$ cat config.mk
export PLATFORM = sky130hd
export DESIGN_NAME = text_console_line_editor
export DESIGN_NICKNAME = d
export VERILOG_FILES = /design/src/hw/rtl/tcle_pkg.sv /design/src/hw/rtl/tcle_front.sv /design/src/hw/rtl/tcle_queue.sv /design/src/hw/rtl/tcle_back.sv /design/src/hw/rtl/text_console_line_editor.sv
export SDC_FILE = /design/constraint.sdc
export NUM_CORES = 1
export LEC_CHECK = 0
export ABC_AREA = 1
export CAP_MARGIN = 40
export CORE_ASPECT_RATIO = 0.9
export CORE_MARGIN = 3
export CORE_UTILIZATION = 62
export DETAILED_ROUTE_END_ITERATION = 10
export DONT_BUFFER_PORTS = 1
export GPL_TIMING_DRIVEN = 0
export PLACE_DENSITY = 0.76
export SYNTH_ARGS = -nofsm -noshare
export SYNTH_HDL_FRONTEND = slang
export SYNTH_HIERARCHICAL = 1
export SYNTH_SLANG_ARGS = --single-unit
$ cat constraint.sdc
create_clock -name clk -period 4.14 [get_ports clk]
set_clock_uncertainty 0.05 [all_clocks]
set_input_delay 0.414 -clock clk [delete_from_list [all_inputs] [get_ports clk]]
set_output_delay 0.414 -clock clk [all_outputs]
set_load 0.005 [all_outputs]
$ cat src/hw/rtl/tcle_pkg.sv
// Shared types, codes and the set-1 scancode map for the text console line editor.
// No dependencies; every other file in hw/rtl refers to this package by scoped names.
`timescale 1ns / 1ps

package tcle_pkg;

    // Request types on the input channel
    localparam logic [1:0] REQ_PRINT = 2'd0;
    localparam logic [1:0] REQ_KEY   = 2'd1;
    localparam logic [1:0] REQ_CLEAR = 2'd2;

    // Character and scancode constants
    localparam logic [7:0] KEY_ENTER     = 8'h1C;
    localparam logic [7:0] KEY_BACKSPACE = 8'h0E;
    localparam logic [7:0] CHAR_NEWLINE  = 8'h0A;
    localparam logic [7:0] CHAR_BLANK    = 8'h20;
    localparam logic [7:0] CHAR_NONE     = 8'h00;
    localparam logic [7:0] ATTR_RESET    = 8'h07;
    localparam int         KEY_RELEASE_BIT = 7;

    // Commands passed from the front to the back
    typedef enum logic [2:0] {
        OP_WRITE,
        OP_NEWLINE,
        OP_KEY,
        OP_BACKSPACE,
        OP_ENTER,
        OP_CLEAR
    } op_t;

    typedef struct packed {
        op_t        op;
        logic [7:0] ch;
    } cmd_t;

    typedef struct packed {
        logic valid;
        cmd_t cmd;
    } q_push_t;

    // Result event codes
    typedef enum logic [1:0] {
        EV_WRITE = 2'd0,
        EV_CLEAR = 2'd1,
        EV_LINE  = 2'd2
    } event_t;

    typedef struct packed {
        event_t      kind;
        logic [10:0] index;
        logic [7:0]  ch;
        logic [7:0]  attr;
        logic [6:0]  pos;
        logic        last;
    } result_t;

    // Set-1 make code to character; zero means unmapped
    function automatic logic [7:0] scancode_char(input logic [7:0] code);
        logic [7:0] ch;
        unique case (code)
            8'd1:  ch = 8'h1B;
            8'd2:  ch = 8'h31;
            8'd3:  ch = 8'h32;
            8'd4:  ch = 8'h33;
            8'd5:  ch = 8'h34;
            8'd6:  ch = 8'h35;
            8'd7:  ch = 8'h36;
            8'd8:  ch = 8'h37;
            8'd9:  ch = 8'h38;
            8'd10: ch = 8'h39;
            8'd11: ch = 8'h30;
            8'd12: ch = 8'h2D;
            8'd13: ch = 8'h3D;
            8'd14: ch = 8'h08;
            8'd15: ch = 8'h09;
            8'd16: ch = 8'h71;
            8'd17: ch = 8'h77;
            8'd18: ch = 8'h65;
            8'd19: ch = 8'h72;
            8'd20: ch = 8'h74;
            8'd21: ch = 8'h79;
            8'd22: ch = 8'h75;
            8'd23: ch = 8'h69;
            8'd24: ch = 8'h6F;
            8'd25: ch = 8'h70;
            8'd26: ch = 8'h5B;
            8'd27: ch = 8'h5D;
            8'd28: ch = 8'h0A;
            8'd30: ch = 8'h61;
            8'd31: ch = 8'h73;
            8'd32: ch = 8'h64;
            8'd33: ch = 8'h66;
            8'd34: ch = 8'h67;
            8'd35: ch = 8'h68;
            8'd36: ch = 8'h6A;
            8'd37: ch = 8'h6B;
            8'd38: ch = 8'h6C;
            8'd39: ch = 8'h3B;
            8'd40: ch = 8'h27;
            8'd41: ch = 8'h60;
            8'd43: ch = 8'h5C;
            8'd44: ch = 8'h7A;
            8'd45: ch = 8'h78;
            8'd46: ch = 8'h63;
            8'd47: ch = 8'h76;
            8'd48: ch = 8'h62;
            8'd49: ch = 8'h6E;
            8'd50: ch = 8'h6D;
            8'd51: ch = 8'h2C;
            8'd52: ch = 8'h2E;
            8'd53: ch = 8'h2F;
            8'd55: ch = 8'h2A;
            8'd57: ch = 8'h20;
            default: ch = CHAR_NONE;
        endcase
        return ch;
    endfunction

endpackage

$ cat src/hw/rtl/tcle_front.sv
// Front end: accepts input items and turns them into console commands.
// Depends on tcle_pkg; feeds tcle_queue.
`timescale 1ns / 1ps

module tcle_front (
    input  logic                in_valid,
    output logic                in_ready,
    input  logic [1:0]          req_type,
    input  logic [7:0]          data_byte,
    input  logic                q_full,
    output tcle_pkg::q_push_t   push
);

    logic            keep;
    tcle_pkg::cmd_t  cmd;
    logic [7:0]      mapped;

    assign in_ready = !q_full;
    assign mapped   = tcle_pkg::scancode_char(data_byte);

    // Items that can never produce a result or change state are dropped here
    always_comb
    begin
        keep    = 1'b0;
        cmd.op  = tcle_pkg::OP_CLEAR;
        cmd.ch  = data_byte;
        unique case (req_type)
            tcle_pkg::REQ_PRINT:
            begin
                if (data_byte == tcle_pkg::CHAR_NEWLINE)
                begin
                    keep   = 1'b1;
                    cmd.op = tcle_pkg::OP_NEWLINE;
                end
                else if (data_byte != tcle_pkg::CHAR_NONE)
                begin
                    keep   = 1'b1;
                    cmd.op = tcle_pkg::OP_WRITE;
                end
            end
            tcle_pkg::REQ_KEY:
            begin
                if (data_byte[tcle_pkg::KEY_RELEASE_BIT])
                begin
                    keep = 1'b0;
                end
                else if (data_byte == tcle_pkg::KEY_ENTER)
                begin
                    keep   = 1'b1;
                    cmd.op = tcle_pkg::OP_ENTER;
                end
                else if (data_byte == tcle_pkg::KEY_BACKSPACE)
                begin
                    keep   = 1'b1;
                    cmd.op = tcle_pkg::OP_BACKSPACE;
                end
                else if (mapped != tcle_pkg::CHAR_NONE)
                begin
                    keep   = 1'b1;
                    cmd.op = tcle_pkg::OP_KEY;
                    cmd.ch = mapped;
                end
            end
            tcle_pkg::REQ_CLEAR:
            begin
                keep   = 1'b1;
                cmd.op = tcle_pkg::OP_CLEAR;
            end
            default:
            begin
                keep = 1'b0;
            end
        endcase
    end

    assign push.valid = in_valid && in_ready && keep;
    assign push.cmd   = cmd;

endmodule

$ cat src/hw/rtl/tcle_queue.sv
// Two-entry command queue between the front and back ends.
// Depends on tcle_pkg for the command types.
`timescale 1ns / 1ps

module tcle_queue (
    input  logic                clk,
    input  logic                rst_n,
    input  tcle_pkg::q_push_t   push,
    input  logic                pop,
    output logic                full,
    output logic                head_valid,
    output tcle_pkg::cmd_t      head
);

    tcle_pkg::cmd_t mem [2];
    logic           wr_ptr_reg;
    logic           wr_ptr_next;
    logic           rd_ptr_reg;
    logic           rd_ptr_next;
    logic [1:0]     count_reg;
    logic [1:0]     count_next;
    logic           do_push;
    logic           do_pop;

    assign full       = (count_reg == 2'd2);
    assign head_valid = (count_reg != 2'd0);
    assign head       = mem[rd_ptr_reg];

    assign do_push = push.valid && !full;
    assign do_pop  = pop && head_valid;

    always_comb
    begin
        wr_ptr_next = do_push ? !wr_ptr_reg : wr_ptr_reg;
        rd_ptr_next = do_pop ? !rd_ptr_reg : rd_ptr_reg;
        count_next  = count_reg + {1'b0, do_push} - {1'b0, do_pop};
    end

    always_ff @(posedge clk or negedge rst_n)
    begin
        if (!rst_n)
        begin
            wr_ptr_reg <= 1'b0;
            rd_ptr_reg <= 1'b0;
            count_reg  <= 2'd0;
        end
        else
        begin
            wr_ptr_reg <= wr_ptr_next;
            rd_ptr_reg <= rd_ptr_next;
            count_reg  <= count_next;
        end
    end

    always_ff @(posedge clk)
    begin
        if (do_push)
        begin
            mem[wr_ptr_reg] <= push.cmd;
        end
    end

endmodule

$ cat src/hw/rtl/tcle_back.sv
// Back end: cursor, column and line length state, attribute register and result register.
// Depends on tcle_pkg; consumes commands from tcle_queue.
`timescale 1ns / 1ps

module tcle_back #(
    parameter int SCREEN_COLUMNS = 80,
    parameter int SCREEN_ROWS    = 25,
    parameter int LINE_CAPACITY  = 80
) (
    input  logic               clk,
    input  logic               rst_n,
    input  logic               cfg_wr_en,
    input  logic [7:0]         cfg_wr_data,
    input  logic               q_valid,
    input  tcle_pkg::cmd_t     q_head,
    output logic               q_pop,
    output logic               out_valid,
    input  logic               out_ready,
    output tcle_pkg::result_t  res
);

    localparam int CELLS = SCREEN_COLUMNS * SCREEN_ROWS;
    localparam int CW    = $clog2(CELLS);
    localparam int COLW  = $clog2(SCREEN_COLUMNS);
    localparam int LW    = $clog2(LINE_CAPACITY);

    localparam logic [CW:0]     CELLS_W   = (CW + 1)'(CELLS);
    localparam logic [CW:0]     COLS_W    = (CW + 1)'(SCREEN_COLUMNS);
    localparam logic [CW-1:0]   LAST_CELL = CW'(CELLS - 1);
    localparam logic [COLW-1:0] LAST_COL  = COLW'(SCREEN_COLUMNS - 1);
    localparam logic [LW-1:0]   LINE_FULL = LW'(LINE_CAPACITY - 1);

    logic [CW-1:0]     cursor_reg;
    logic [CW-1:0]     cursor_next;
    logic [COLW-1:0]   col_reg;
    logic [COLW-1:0]   col_next;
    logic [LW-1:0]     len_reg;
    logic [LW-1:0]     len_next;
    logic              pend_reg;
    logic              pend_next;
    logic              out_valid_reg;
    logic              out_valid_next;
    logic [7:0]        attr_reg;
    tcle_pkg::result_t res_reg;
    tcle_pkg::result_t res_next;
    tcle_pkg::result_t clear_res;

    logic              can_load;
    logic [CW:0]       cur_inc;
    logic              inc_end;
    logic [COLW-1:0]   col_inc;
    logic [CW:0]       row_sum;
    logic              row_end;
    logic [CW-1:0]     cur_dec;
    logic [COLW-1:0]   col_dec;
    logic [LW-1:0]     len_dec;

    assign can_load = !out_valid_reg || out_ready;

    // Next-cell, next-row and previous-cell arithmetic
    assign cur_inc = {1'b0, cursor_reg} + (CW + 1)'(1);
    assign inc_end = (cur_inc == CELLS_W);
    assign col_inc = (col_reg == LAST_COL) ? '0 : col_reg + COLW'(1);
    assign row_sum = {1'b0, cursor_reg} + (COLS_W - (CW + 1)'(col_reg));
    assign row_end = (row_sum >= CELLS_W);
    assign cur_dec = (cursor_reg == '0) ? LAST_CELL : cursor_reg - CW'(1);
    assign col_dec = (col_reg == '0) ? LAST_COL : col_reg - COLW'(1);
    assign len_dec = len_reg - LW'(1);

    always_comb
    begin
        clear_res       = '0;
        clear_res.kind  = tcle_pkg::EV_CLEAR;
        clear_res.last  = 1'b1;
    end

    always_comb
    begin
        cursor_next    = cursor_reg;
        col_next       = col_reg;
        len_next       = len_reg;
        pend_next      = pend_reg;
        res_next       = res_reg;
        out_valid_next = out_valid_reg && !out_ready;
        q_pop          = 1'b0;

        if (can_load && pend_reg)
        begin
            // second result of a command that ran off the end of the screen
            res_next       = clear_res;
            out_valid_next = 1'b1;
            pend_next      = 1'b0;
        end
        else if (can_load && q_valid)
        begin
            q_pop = 1'b1;
            unique case (q_head.op) inside
                tcle_pkg::OP_WRITE, tcle_pkg::OP_KEY:
                begin
                    if (q_head.op == tcle_pkg::OP_WRITE || len_reg < LINE_FULL)
                    begin
                        res_next.kind  = tcle_pkg::EV_WRITE;
                        res_next.index = 11'(cursor_reg);
                        res_next.ch    = q_head.ch;
                        res_next.attr  = attr_reg;
                        res_next.pos   = (q_head.op == tcle_pkg::OP_KEY) ? 7'(len_reg) : 7'd0;
                        res_next.last  = !inc_end;
                        out_valid_next = 1'b1;
                        pend_next      = inc_end;
                        cursor_next    = inc_end ? '0 : cur_inc[CW-1:0];
                        col_next       = inc_end ? '0 : col_inc;
                        if (q_head.op == tcle_pkg::OP_KEY)
                        begin
                            len_next = len_reg + LW'(1);
                        end
                    end
                end
                tcle_pkg::OP_NEWLINE:
                begin
                    cursor_next = row_end ? '0 : row_sum[CW-1:0];
                    col_next    = '0;
                    if (row_end)
                    begin
                        res_next       = clear_res;
                        out_valid_next = 1'b1;
                    end
                end
                tcle_pkg::OP_ENTER:
                begin
                    res_next       = '0;
                    res_next.kind  = tcle_pkg::EV_LINE;
                    res_next.pos   = 7'(len_reg);
                    res_next.last  = !row_end;
                    out_valid_next = 1'b1;
                    pend_next      = row_end;
                    len_next       = '0;
                    cursor_next    = row_end ? '0 : row_sum[CW-1:0];
                    col_next       = '0;
                end
                tcle_pkg::OP_BACKSPACE:
                begin
                    if (len_reg != '0)
                    begin
                        len_next       = len_dec;
                        cursor_next    = cur_dec;
                        col_next       = col_dec;
                        res_next.kind  = tcle_pkg::EV_WRITE;
                        res_next.index = 11'(cur_dec);
                        res_next.ch    = tcle_pkg::CHAR_BLANK;
                        res_next.attr  = attr_reg;
                        res_next.pos   = 7'(len_dec);
                        res_next.last  = 1'b1;
                        out_valid_next = 1'b1;
                    end
                end
                tcle_pkg::OP_CLEAR:
                begin
                    cursor_next    = '0;
                    col_next       = '0;
                    res_next       = clear_res;
                    out_valid_next = 1'b1;
                end
                default:
                begin
                    q_pop = 1'b1;
                end
            endcase
        end
    end

    always_ff @(posedge clk or negedge rst_n)
    begin
        if (!rst_n)
        begin
            cursor_reg    <= '0;
            col_reg       <= '0;
            len_reg       <= '0;
            pend_reg      <= 1'b0;
            out_valid_reg <= 1'b0;
            attr_reg      <= tcle_pkg::ATTR_RESET;
        end
        else
        begin
            cursor_reg    <= cursor_next;
            col_reg       <= col_next;
            len_reg       <= len_next;
            pend_reg      <= pend_next;
            out_valid_reg <= out_valid_next;
            if (cfg_wr_en)
            begin
                attr_reg <= cfg_wr_data;
            end
        end
    end

    always_ff @(posedge clk)
    begin
        res_reg <= res_next;
    end

    assign out_valid = out_valid_reg;
    assign res       = res_reg;

    // cursor stays on the screen
    a_cursor_range: assert property (@(posedge clk) disable iff (!rst_n)
        {1'b0, cursor_reg} < CELLS_W)
        else $error("cursor left the screen");

    // column tracker stays inside a row
    a_col_range: assert property (@(posedge clk) disable iff (!rst_n)
        (CW + 1)'(col_reg) < COLS_W)
        else $error("column out of range");

    // a pending clear always sits behind a held, non-final result
    a_pend_held: assert property (@(posedge clk) disable iff (!rst_n)
        pend_reg |-> (out_valid_reg && !res_reg.last))
        else $error("pending clear without a first result");

    // line length never exceeds the line capacity limit
    a_len_range: assert property (@(posedge clk) disable iff (!rst_n)
        len_reg <= LINE_FULL)
        else $error("line length overflow");

    // no command leaves the queue while a clear is still owed
    a_no_pop_pend: assert property (@(posedge clk) disable iff (!rst_n)
        pend_reg |-> !q_pop)
        else $error("command popped ahead of pending clear");

endmodule

$ cat src/hw/rtl/text_console_line_editor.sv
// Top level of the text console line editor: front classifier, command queue, back end.
// Depends on tcle_pkg, tcle_front, tcle_queue and tcle_back.
`timescale 1ns / 1ps
//
//  channel   dir  handshake               payload
//  -------   ---  ----------------------  ---------------------------------------------
//  input     in   in_valid / in_ready     req_type, data_byte
//  result    out  out_valid / out_ready   event_kind, cell_index, cell_char, cell_attr,
//                                         line_pos, last
//  config    in   cfg_wr_en (no wait)     cfg_wr_data -> text attribute
//
//  An item is taken every cycle while the two-entry command queue has room; the back end
//  retires one command per cycle while the result register can load; a command owing
//  a clear event too (write or echoed key at the last cell, enter on the last row) loads
//  it as a second result. An accepted item passes the queue, then the result register.
//  rst_n clears cursor, column, line length, queue and output valid; attribute resets to 7.
//  A stalled result register holds the back end; the queue keeps the front taking items.

module text_console_line_editor #(
    parameter int SCREEN_COLUMNS = 80,
    parameter int SCREEN_ROWS    = 25,
    parameter int LINE_CAPACITY  = 80
) (
    input  logic        clk,
    input  logic        rst_n,
    // configuration
    input  logic        cfg_wr_en,
    input  logic [7:0]  cfg_wr_data,
    // input items
    input  logic        in_valid,
    output logic        in_ready,
    input  logic [1:0]  req_type,
    input  logic [7:0]  data_byte,
    // result items
    output logic        out_valid,
    input  logic        out_ready,
    output logic [1:0]  event_kind,
    output logic [10:0] cell_index,
    output logic [7:0]  cell_char,
    output logic [7:0]  cell_attr,
    output logic [6:0]  line_pos,
    output logic        last
);

    tcle_pkg::q_push_t  push;
    tcle_pkg::cmd_t     head;
    tcle_pkg::result_t  res;
    logic               q_full;
    logic               q_valid;
    logic               q_pop;

    // Front: decode request type and scancode, drop items with no effect
    tcle_front u_front (
        .in_valid  (in_valid),
        .in_ready  (in_ready),
        .req_type  (req_type),
        .data_byte (data_byte),
        .q_full    (q_full),
        .push      (push)
    );

    // Decoupling queue: lets the front keep accepting while the output stalls
    tcle_queue u_queue (
        .clk        (clk),
        .rst_n      (rst_n),
        .push       (push),
        .pop        (q_pop),
        .full       (q_full),
        .head_valid (q_valid),
        .head       (head)
    );

    // Back: cursor/line state, end-of-screen handling, registered result
    tcle_back #(
        .SCREEN_COLUMNS (SCREEN_COLUMNS),
        .SCREEN_ROWS    (SCREEN_ROWS),
        .LINE_CAPACITY  (LINE_CAPACITY)
    ) u_back (
        .clk         (clk),
        .rst_n       (rst_n),
        .cfg_wr_en   (cfg_wr_en),
        .cfg_wr_data (cfg_wr_data),
        .q_valid     (q_valid),
        .q_head      (head),
        .q_pop       (q_pop),
        .out_valid   (out_valid),
        .out_ready   (out_ready),
        .res         (res)
    );

    assign event_kind = res.kind;
    assign cell_index = res.index;
    assign cell_char  = res.ch;
    assign cell_attr  = res.attr;
    assign line_pos   = res.pos;
    assign last       = res.last;

endmodule

==> results of run 1 <==
[path summary, 6_finish.rpt]
| check | end | slack (ps) | startpoint |
|---|---|---|---|
| max | u_back/res[27] | 820 | u_back/col_reg[2] |
| max in group asynchronous | u_back/attr_reg[1] | 3250 | rst_n |
| max reg2reg | u_back/res[27] | 820 | u_back/col_reg[2] |
| min reg2reg | u_queue/wr_ptr_reg | 440 | u_queue/wr_ptr_reg |
| min in group asynchronous | u_back/cursor_reg[9] | 530 | rst_n |
| min | u_back/attr_reg[2] | 110 | cfg_wr_data[2] |
[power groups by stage]
stage	sequential, uW	clock, uW	combinational, uW
2_1_floorplan	1630	0	3620
4_1_cts	1720	876	4560
6_report	1720	862	4620
3_3_place_gp	1730	0	4420
3_5_place_dp	1740	0	4510
5_1_grt	1760	910	5270
[per-layer routing]
layer / wire length (um) / GRT usage / vias to the layer above / share of wire
li1: - / - / 3685 / -
met1: 8700 / 0.409 / 3335 / 0.45
met2: 8850 / 0.470 / 281 / 0.46
met3: 1350 / 0.0478 / 33 / 0.070
met4: 368 / 0.0848 / 0 / 0.019
met5: 0 / 0 / - / 0
[placed cells by master, fill, tap and decap left out, types with 4 or more instances in the layout]
| master | n |
|---|---|
| sky130_fd_sc_hd__a21oi_1 | 38 |
| sky130_fd_sc_hd__a22oi_1 | 6 |
| sky130_fd_sc_hd__a31oi_1 | 5 |
| sky130_fd_sc_hd__buf_2 | 11 |
| sky130_fd_sc_hd__buf_4 | 6 |
| sky130_fd_sc_hd__buf_6 | 10 |
| sky130_fd_sc_hd__clkbuf_1 | 13 |
| sky130_fd_sc_hd__clkbuf_16 | 10 |
| sky130_fd_sc_hd__dfrtp_1 | 36 |
| sky130_fd_sc_hd__dfxtp_1 | 37 |
| sky130_fd_sc_hd__edfxtp_1 | 22 |
| sky130_fd_sc_hd__ha_1 | 31 |
| sky130_fd_sc_hd__inv_1 | 147 |
| sky130_fd_sc_hd__inv_2 | 11 |
| sky130_fd_sc_hd__inv_6 | 4 |
| sky130_fd_sc_hd__mux2_2 | 4 |
| sky130_fd_sc_hd__nand2_1 | 335 |
| sky130_fd_sc_hd__nand2_2 | 5 |
| sky130_fd_sc_hd__nand3_1 | 125 |
| sky130_fd_sc_hd__nand3b_1 | 7 |
| sky130_fd_sc_hd__nand4_1 | 18 |
| sky130_fd_sc_hd__nor2_1 | 162 |
| sky130_fd_sc_hd__nor2_2 | 9 |
| sky130_fd_sc_hd__nor2_4 | 5 |
| sky130_fd_sc_hd__nor3_1 | 10 |
| sky130_fd_sc_hd__nor4_1 | 4 |
| sky130_fd_sc_hd__o21ai_0 | 40 |
| sky130_fd_sc_hd__o31ai_1 | 4 |
| sky130_fd_sc_hd__xor2_1 | 16 |
[through the flow]
stage          total power [uW]   util  setup slack, ps  hold slack, ps
3_3_place_gp               6150  0.660              855            69.5
5_1_grt                    7950  0.690              481             132
3_5_place_dp               6240  0.661              876            69.6
2_1_floorplan              5250      -             1270            68.4
4_1_cts                    7150  0.690              846             113
6_report                   7200  0.690              818             115
[critical path: stages, from the launching register on]
cell and delay [ps]:
sky130_fd_sc_hd__dfrtp_1 360, sky130_fd_sc_hd__buf_2 150, sky130_fd_sc_hd__nor2_1 100, sky130_fd_sc_hd__nand2_1 110
sky130_fd_sc_hd__nor2_1 140, sky130_fd_sc_hd__inv_1 90, sky130_fd_sc_hd__nand2_1 70, sky130_fd_sc_hd__xor2_1 150
sky130_fd_sc_hd__inv_1 60, sky130_fd_sc_hd__ha_1 340, sky130_fd_sc_hd__nand2_1 140, sky130_fd_sc_hd__inv_1 50
sky130_fd_sc_hd__nand2_1 100, sky130_fd_sc_hd__nand2_1 60, sky130_fd_sc_hd__nand2_1 80, sky130_fd_sc_hd__nand3_1 70
sky130_fd_sc_hd__nand2_1 60, sky130_fd_sc_hd__nand2_1 60, sky130_fd_sc_hd__nor2_1 190, sky130_fd_sc_hd__nand3_4 190
sky130_fd_sc_hd__nand3_4 140, sky130_fd_sc_hd__buf_2 230, sky130_fd_sc_hd__nand3_1 110, sky130_fd_sc_hd__nand2_1 80
sky130_fd_sc_hd__nor2_1 40
[logic make-up (layout without fill, tap and decap cells)]
kind of cell | count (synthesis) | after routing
AOI/OAI and AO/OA | 103 | 103
xor gates and xnor gates | 18 | 18
DFF | 98 | 98
muxes | 4 | 4
adders and majority gates | 32 | 32
and+or+nand+nor | 692 | 692
buffers and inverters | 201 | 220
[cell type report]
type / instances / area [um2] / share of cell area
Timing Repair Buffer: 3 / 45.0 / 0.00564
Inverter: 159 / 602 / 0.0753
Sequential cell: 98 / 2380 / 0.298
Clock buffer: 10 / 250 / 0.0313
Tap cell: 156 / 195 / 0.0244
Multi-Input combinational cell: 849 / 4200 / 0.525
Clock inverter: 6 / 55.1 / 0.00689
Buffer: 42 / 265 / 0.0332
==> impl_metrics.py, run 1 <==
metrics = {
    "outcome": {
        "outcome": "finished clean",
    },
    "global_routing": {
        "globalRouteOverflowTotal": 0,
        "grt_util_all_layers": 0.292,
        "grt_max_degree": 40,
        "first_global_vias": 6504,
        "antenna_found_initial": 0,
        "grt_pass1_wl_mm": 31.5,
    },
    "setup_path": {
        "critical_path_rt_ps": 4350,
        "setup.worst_path.start_class": "flip-flop",
        "critPathCaptureType": "flip-flop",
        "worst-r2r-cell-count": 24,
        "critical_path.max_fanout": 10,
        "worstPathArrival_ps": 3530,
        "worst-setup-path-type": "flip-flop to flip-flop",
    },
    "cells_and_area": {
        "total_of_fill_cells_in_the_finished_design": 1048,
        "largest_reg_flops": 37,
        "layout.cells.non_filler": 1323,
        "n_antenna_cell": 0,
        "layout.cell_area.non_filler_um2": 7990,
        "num-nets-final": 1217,
        "area_delta_synth_final_pct": 7.33,
        "final_layout_size_suffix_gt1_frac": 0.0823,
    },
    "synth": {
        "synth_nets": 1203,
        "synth-compound-area-share": 0.0765,
        "synth_area_in_adders": 0.0548,
        "ys_seq_elements": 98,
        "yosys.cell_count.top_type": "sky130_fd_sc_hd__nand2_1",
        "count_of_distinct_cell_types_in_the_synthesized_netlist": 45,
        "yosys-mux-area-fraction": 0.00605,
        "synthXorXnorAreaFrac": 0.0212,
        "yosysTopAreaCellShare": 0.169,
        "postSynthCellCount": 1148,
        "share_of_synthesized_area_occupied_by_flip_flops_and_latches": 0.320,
        "synth_top_family_by_area": "simple AND/OR/NAND/NOR gates",
        "post_synth_main_area_contributors": "sky130_fd_sc_hd__nand2_1, sky130_fd_sc_hd__dfrtp_1, sky130_fd_sc_hd__dfxtp_1",
        "dominantRegCellSynth": "sky130_fd_sc_hd__dfxtp_1",
        "synth_simple_gate_area_frac": 0.405,
        "syn_area_um2": 7450,
        "yosys-top-cells-count": "sky130_fd_sc_hd__nand2_1, sky130_fd_sc_hd__nor2_1, sky130_fd_sc_hd__inv_1",
        "synthesis.yosys.warnings": 6,
        "synth_enable_flop_cells": 22,
        "postSynthAreaPerCell_um2": 6.49,
        "synth_top_cell_by_area": "sky130_fd_sc_hd__nand2_1",
        "async_reset_ff_frac": 0.398,
    },
    "timing": {
        "rsz_0062_raised_after_global_routing": "false",
        "totalNegativeSetupSlack_ps": 0,
        "post-route-min-period_ps": 3320,
        "max_freq_ghz": 0.301,
        "max_slew.worst_pin.slew_ps": 685,
        "timing.final.max_slew_violations": 0,
        "timing.final.setup_violations": 0,
        "timing.final.crit_share": 0.802,
        "timing.slew.headroom": 0.539,
        "final_hold_viol_count": 0,
    },
    "routing": {
        "drt_iter0_markers": 645,
        "routedWlPerCell_um": 14.6,
        "via_per_inst": 5.54,
        "drtPass1Iterations": 7,
        "drtAntennaViolNets": 0,
        "drc_errors": 0,
        "totalWireLength_mm": 19.3,
        "vias_post_dr": 7334,
    },
    "flow_run": {
        "cap_viol_max_count": 0,
    },
    "cts": {
        "tritoncts.num_buffers": 9,
        "cts.repair.resized": 0,
        "cts_tree": "built",
        "ctsRootBufferMaster": "sky130_fd_sc_hd__clkbuf_16",
        "clk_path_buf_depth": 2,
        "worst_skew_pair_later_pin_latency_ps": 360,
        "cts_hold_buf": 2,
        "clock_sink_count": 98,
        "clkSlewWorstSetupHoldPaths_ps": 80,
        "h-tree-depth": 3,
        "cts_setup_buffers": 0,
    },
    "die": {
        "die_h_um": 110,
        "fp.dieArea_um2": 13400,
        "die_width_um": 122,
        "core-area_um2": 11600,
        "floorplan.io_pins": 62,
        "floorplan.initialDensity": 0.643,
        "core.rowCount": 37,
    },
    "placed_design": {
        "post-dp-hpwl_mm": 14.5,
        "port_buffers": 0,
        "globalplace.congestion": 0.965,
        "placedInstanceArea_um2": 7650,
        "place_inst": 1305,
    },
    "worst_hold_path": {
        "min_path_type": "input port to flip-flop",
        "worst_hold_path.num_cells": 2,
    },
    "pwr": {
        "vdd_drop_max_v": 0.000436,
        "power.share.switching": 0.527,
        "sequentialPowerShare": 0.238,
        "leakagePower_uw": 0.00409,
        "power-per-cell-area_nw_per_um2": 901,
        "switching_power_uw": 3790,
        "pwr-share-comb": 0.642,
        "p_int_uw": 3400,
        "pwr-share-clk": 0.120,
    },
}
(Power assumes the default switching activity.)
==> inputs of run 2 (changes only) <==
clock period = 3.2 ns   (was 4.14 ns; I/O delays follow)
==> run 2 against run 1 <==
Against the previous run:
- critical path depth stayed put
- sequential share of layout area is 0.82 points lower
- fmax is 8.3% higher
- sequential power is 31% higher
- wire length is 2.9% higher
- combinational power is 44% higher
==> impl_metrics.py, run 2 (synthesis results as in run 1) <==
metrics = {
    "pwr": {
        "sequentialPowerShare": 0.224,
        "power.share.switching": 0.528,
        "p_int_uw": 4730,
        "vdd_drop_max_v": 0.000568,
        "pwr-share-comb": 0.665,
        "leakagePower_uw": 0.00414,
        "power.total_uw": 10000,
        "switching_power_uw": 5290,
        "pwr-share-clk": 0.111,
        "power-per-cell-area_nw_per_um2": 1220,
    },
    "outcome": {
        "outcome": "finished clean",
    },
    "global_routing": {
        "first_global_vias": 6522,
        "grt_util_all_layers": 0.293,
        "top_usage_layer": "met2",
        "grt_max_degree": 40,
        "antenna_found_initial": 0,
        "grtUsageMet3": 0.0468,
        "globalRouteOverflowTotal": 0,
        "grt_util_met2": 0.473,
        "grt_pass1_wl_mm": 31.6,
        "met1_usage_in_global_routing": 0.410,
    },
    "routing": {
        "routedWlPerCell_um": 14.9,
        "drtPass1Iterations": 5,
        "vias_post_dr": 7409,
        "drc_errors": 0,
        "drtAntennaViolNets": 0,
        "via_per_inst": 5.58,
        "totalWireLength_mm": 19.8,
        "drt_iter0_markers": 635,
    },
    "setup_path": {
        "setup.worst_path.start_class": "flip-flop",
        "slowest_stage_delay_on_critical_path_ps": 460,
        "worst_path_max_delay_cell": "sky130_fd_sc_hd__dfrtp_2",
        "critical_path_rt_ps": 3360,
        "cpMostUsedCell": "sky130_fd_sc_hd__nand2_1",
        "critPathCaptureType": "flip-flop",
        "worstPathCellList": "nor2_2, nand2_2, nor2_4, inv_2, nand2_1, xor2_1, inv_1, ha_4, nand2_2, inv_1, nand2_2, nand2_1, nand2_1, nand3_1, nand2_1, nand2_1, nor2_4, nand3_4, nand3_4, nand2_8, inv_6, buf_8, nand2_2, nand3_1",
        "worstPathArrival_ps": 3230,
        "worst-setup-path-type": "flip-flop to flip-flop",
        "critical_path.max_fanout": 10,
    },
    "timing": {
        "timing.slew.headroom": 0.521,
        "finalWorstSetupSlack_ps": 132,
        "rsz_0062_raised_after_global_routing": "true",
        "timing.final.setup_violations": 0,
        "timing.final.crit_share": 0.959,
        "final_hold_viol_count": 0,
        "post-route-min-period_ps": 3070,
        "max_slew.worst_pin.slew_ps": 714,
        "timing.final.max_slew_violations": 0,
        "max_freq_ghz": 0.326,
        "totalNegativeSetupSlack_ps": 0,
    },
    "placed_design": {
        "port_buffers": 0,
        "dp_slack_ps": -63.7,
        "post-dp-hpwl_mm": 14.5,
        "place_inst": 1305,
        "globalplace.congestion": 0.965,
    },
    "cts": {
        "ctsRootBufferMaster": "sky130_fd_sc_hd__clkbuf_16",
        "clkSlewWorstSetupHoldPaths_ps": 80,
        "clk_path_buf_depth": 2,
        "cts_tree": "built",
        "clock_sink_count": 98,
        "h-tree-depth": 3,
        "worst_skew_pair_later_pin_latency_ps": 350,
        "tritoncts.num_buffers": 9,
    },
    "die": {
        "floorplan.initialDensity": 0.643,
        "core.rowCount": 37,
        "die_width_um": 122,
        "core-area_um2": 11600,
        "die_h_um": 110,
        "fp.dieArea_um2": 13400,
        "floorplan.io_pins": 62,
    },
    "cells_and_area": {
        "largest_reg_flops": 37,
        "final_layout_size_suffix_gt1_frac": 0.117,
        "total_of_fill_cells_in_the_finished_design": 1007,
        "most-common-layout-cells": "sky130_fd_sc_hd__nand2_1, sky130_fd_sc_hd__nor2_1, sky130_fd_sc_hd__inv_1, sky130_fd_sc_hd__nand3_1, sky130_fd_sc_hd__o21ai_0",
        "final_common_cell": "sky130_fd_sc_hd__nand2_1",
        "area_delta_synth_final_pct": 10.5,
        "layout.cells.non_filler": 1327,
        "num-nets-final": 1221,
        "n_antenna_cell": 0,
    },
    "worst_hold_path": {
        "min_path_type": "input port to flip-flop",
    },
    "flow_run": {
        "cap_viol_max_count": 0,
    },
}
run 2: cell count changes in the layout (fill, tap and decap cells not counted), moves of 4 or more:
cell	delta
sky130_fd_sc_hd__buf_2	-4
sky130_fd_sc_hd__buf_4	+6
sky130_fd_sc_hd__inv_1	-4
sky130_fd_sc_hd__nand2_1	-16
sky130_fd_sc_hd__nand2_2	+13
sky130_fd_sc_hd__nor2_1	-8
sky130_fd_sc_hd__nor2_2	+5
run 2: metal layers:
metal	wire, um	share of wire
met1	8820	0.44
met2	9180	0.46
met3	1430	0.072
met4	410	0.021
met5	0	0
run 2: path summary, 6_finish.rpt:
check,to,cells after the start,slack [ps],from
worst min register to register,u_queue/wr_ptr_reg,2,430,u_queue/wr_ptr_reg
max in group asynchronous,u_back/attr_reg[1],2,2410,rst_n
min in group asynchronous,u_back/cursor_reg[9],2,420,rst_n
worst min-delay path,u_back/attr_reg[2],2,20,cfg_wr_data[2]
worst max register to register,u_back/res[0],24,130,u_back/col_reg[2]
worst max-delay path,u_back/res[0],24,130,u_back/col_reg[2]
run 2: power by group through the flow:
stage	Sequential [uW]	Clock (uW)	Combinational (uW)
after detailed placement	2250	0	5830
after global placement	2230	0	5720
after CTS	2230	1130	5950
after global routing	2310	1180	7490
final	2250	1110	6660
after floorplan	2110	0	4680
run 2: what timing repair did:
action,in CTS,in global routing
hold buffers,2,0
gates cloned,0,1
endpoints found under the setup margin,35,49
hold endpoints to repair,39,0
resized for setup,3,56
setup buffers,1,3
pin swaps,1,23
run 2: final cells by class:
cell class              count  area [um2]  share of cell area
clock buffers              10         250              0.0304
well taps                 156         195              0.0237
multi-input cells         849        4350               0.529
repair buffers              8         100              0.0122
inverters                 159         609              0.0741
clock inverters             6        55.1             0.00669
plain buffers              41         283              0.0344
flip-flops and latches     98        2380               0.290
run 2: per-stage QoR:
stage                     area [um2]  utilization  hold WS, ps
after CTS                       8020        0.693         19.2
after global routing            8230        0.711         37.9
after floorplan                 7450            -        -25.6
after global placement          7640        0.660        -24.5
final                           8230        0.711         21.9
after detailed placement        7650        0.661        -24.4
run 2: critical path: cells and delay by family (launching register included):
family | cells | cell delay (ps)
DFF | 1 | 460
and+or+nand+nor | 17 | 1530
adders and majority gates | 1 | 320
xor gates and xnor gates | 1 | 150
buffers and inverters | 5 | 400
==> inputs of run 3 (changes only) <==
CORE_ASPECT_RATIO = default   (was 0.9)
==> run 3 against run 2 <==
Against the previous run:
- via count shrank 0.23%
- fmax shrank 0.79%
- final area grew 1.7%
- clock power is essentially flat
- register-to-register slack lost 20 ps
- hold slack is essentially flat
- combinational power grew 4.4%
- wire length shrank 0.55%
- global-route usage shrank 0.32 points
- sequential power is essentially flat
- count of clock-buffer cells in the layout grew 1
- setup slack lost 25 ps
- critical path type unchanged
- critical endpoint unchanged
- largest power group unchanged
==> impl_metrics.py, run 3 (synthesis results as in run 1) <==
metrics = {
    "outcome": {
        "outcome": "finished clean",
    },
    "timing": {
        "max_freq_ghz": 0.323,
        "timing.final.crit_share": 0.966,
        "final_hold_viol_count": 0,
        "timing.slew.headroom": 0.519,
        "max_slew.worst_pin.slew_ps": 717,
        "timing.final.max_slew_violations": 0,
        "timing.final.setup_violations": 0,
        "rsz_0062_raised_after_global_routing": "true",
        "post-route-min-period_ps": 3090,
    },
    "cells_and_area": {
        "final_common_cell": "sky130_fd_sc_hd__nand2_1",
        "total_of_fill_cells_in_the_finished_design": 1020,
        "n_antenna_cell": 0,
        "largest_reg_flops": 37,
        "area_delta_synth_final_pct": 12.3,
        "final_layout_size_suffix_gt1_frac": 0.132,
        "layout.cell_area.non_filler_um2": 8360,
        "num-nets-final": 1232,
        "most-common-layout-cells": "sky130_fd_sc_hd__nand2_1, sky130_fd_sc_hd__nor2_1, sky130_fd_sc_hd__inv_1, sky130_fd_sc_hd__nand3_1, sky130_fd_sc_hd__o21ai_0",
    },
    "routing": {
        "drtAntennaViolNets": 0,
        "drc_errors": 0,
        "drt_iter0_markers": 641,
        "via_per_inst": 5.58,
        "totalWireLength_mm": 19.7,
        "routedWlPerCell_um": 14.9,
        "drtPass1Iterations": 5,
        "vias_post_dr": 7392,
    },
    "die": {
        "core-area_um2": 11600,
        "die_h_um": 116,
        "floorplan.io_pins": 62,
        "floorplan.initialDensity": 0.644,
        "fp.dieArea_um2": 13400,
        "core.rowCount": 39,
        "die_width_um": 116,
    },
    "cts": {
        "clock_sink_count": 98,
        "clk_path_buf_depth": 2,
        "ctsRootBufferMaster": "sky130_fd_sc_hd__clkbuf_16",
        "worst_skew_pair_later_pin_latency_ps": 360,
        "h-tree-depth": 3,
        "tritoncts.num_buffers": 9,
        "clkSlewWorstSetupHoldPaths_ps": 70,
        "cts_tree": "built",
    },
    "setup_path": {
        "worstPathArrival_ps": 3260,
        "worst_path_max_delay_cell": "sky130_fd_sc_hd__dfrtp_2",
        "slowest_stage_delay_on_critical_path_ps": 460,
        "regToRegEndpoint": "u_back/res[0]",
        "worst-r2r-cell-count": 22,
        "worstPathCellList": "nor2_2, nand2_2, nor2_2, inv_2, nand2_2, xor2_2, inv_2, ha_4, nand2_4, nor2_1, nand3_1, nand3_1, nand2_1, nand2_1, nor2_4, nand3_4, nand3_4, nand2_8, inv_6, buf_6, nand2_1, nand3_1",
        "reg2reg_from": "u_back/col_reg[2]",
        "setup.worst_path.start_class": "flip-flop",
        "critical_path.max_fanout": 10,
        "critPathCaptureType": "flip-flop",
        "r2r_slack_ps": 110,
        "critical_path_rt_ps": 3370,
        "worst-setup-path-type": "flip-flop to flip-flop",
    },
    "placed_design": {
        "post-dp-hpwl_mm": 14.2,
        "port_buffers": 0,
        "globalplace.congestion": 0.928,
        "placedInstanceArea_um2": 7630,
    },
    "worst_hold_path": {
        "min_path_type": "input port to flip-flop",
        "whs_endpoint": "u_back/attr_reg[2]",
        "beginning_of_the_worst_hold_path": "cfg_wr_data[2]",
        "worst_hold_path.num_cells": 2,
    },
    "flow_run": {
        "cap_viol_max_count": 0,
    },
    "pwr": {
        "leakagePower_uw": 0.00422,
        "vdd_drop_max_v": 0.000758,
        "power.total_uw": 10300,
        "power-per-cell-area_nw_per_um2": 1230,
    },
    "global_routing": {
        "grt_max_degree": 40,
        "globalRouteOverflowTotal": 0,
        "grt_util_all_layers": 0.290,
        "first_global_vias": 6368,
        "grt_pass1_wl_mm": 30.7,
        "antenna_found_initial": 0,
    },
}
[run 3: cell count changes in the layout (fill, tap and decap cells not counted), moves of 2 or more]
cell and change:
sky130_fd_sc_hd__buf_4 +8, sky130_fd_sc_hd__nand2_1 -7, sky130_fd_sc_hd__nor2_2 +2, sky130_fd_sc_hd__inv_6 -2
sky130_fd_sc_hd__nand2_2 +6, sky130_fd_sc_hd__clkbuf_16 +2
[run 3: worst max-delay path, delay by kind of cell (launching register included)]
family	cells	cell delay (ps)
buffers and inverters	4	330
xor gates and xnor gates	1	170
DFF	1	460
and+or+nand+nor	16	1620
adders and majority gates	1	330
[run 3: layout make-up]
cell class                      instances  area, um2  share of cell area
Tap cell                              143        179              0.0214
Buffer                                 41        283              0.0338
Timing Repair Buffer                   19        218              0.0260
Clock buffer                           11        264              0.0316
Sequential cell                        98       2380               0.285
Clock inverter                          5       53.8             0.00643
Multi-Input combinational cell        849       4380               0.523
Inverter                              159        607              0.0726
[run 3: what timing repair did]
action                                  CTS  global route
pin swaps                                 1            24
endpoints found under the setup margin   40            50
setup buffers                             1            12
hold buffers                              2             0
hold endpoints to repair                 39             0
gates cloned                              0             3
gates resized for setup                   6            57
[run 3: power breakdown]
part | switching, uW | internal, uW
clock network | 522 | 614
registers | 451 | 1790
logic | 4400 | 2550
total | 5370 | 4960
[run 3: how the worst max path moves through the flow]
stage                            startpoint        endpoint  slack [ps]
after floorplan           u_back/col_reg[2]   u_back/res[0]         330
after global placement    u_back/col_reg[2]  u_back/res[36]        -150
after detailed placement  u_back/col_reg[2]   u_back/res[7]        -160
after CTS                 u_back/col_reg[2]   u_back/res[5]           8
after global routing      u_back/col_reg[1]  u_back/res[23]         -90
final                     u_back/col_reg[2]   u_back/res[0]         110
[run 3: per-layer routing]
metal | part of all wire | GRT usage | vias up
met3 | 0.069 | 0.0517 | 36
met2 | 0.48 | 0.470 | 277
met5 | 0 | 0 | -
li1 | - | - | 3720
met1 | 0.43 | 0.395 | 3359
met4 | 0.025 | 0.0986 | 0
[run 3: through the flow]
step | setup WS, ps | TNS (ps) | util | hold WS, ps | instances
floorplan | 325 | 0 | - | -25.6 | 1148
global placement | -153 | -2980 | 0.659 | -24.6 | 1291
detailed placement | -159 | -3570 | 0.660 | -24.5 | 1292
CTS | 8.17 | 0 | 0.693 | 12.1 | 1311
global route | -89.5 | -2090 | 0.723 | 29.3 | 1325
finish | 108 | 0 | 0.723 | 22.1 | 1325
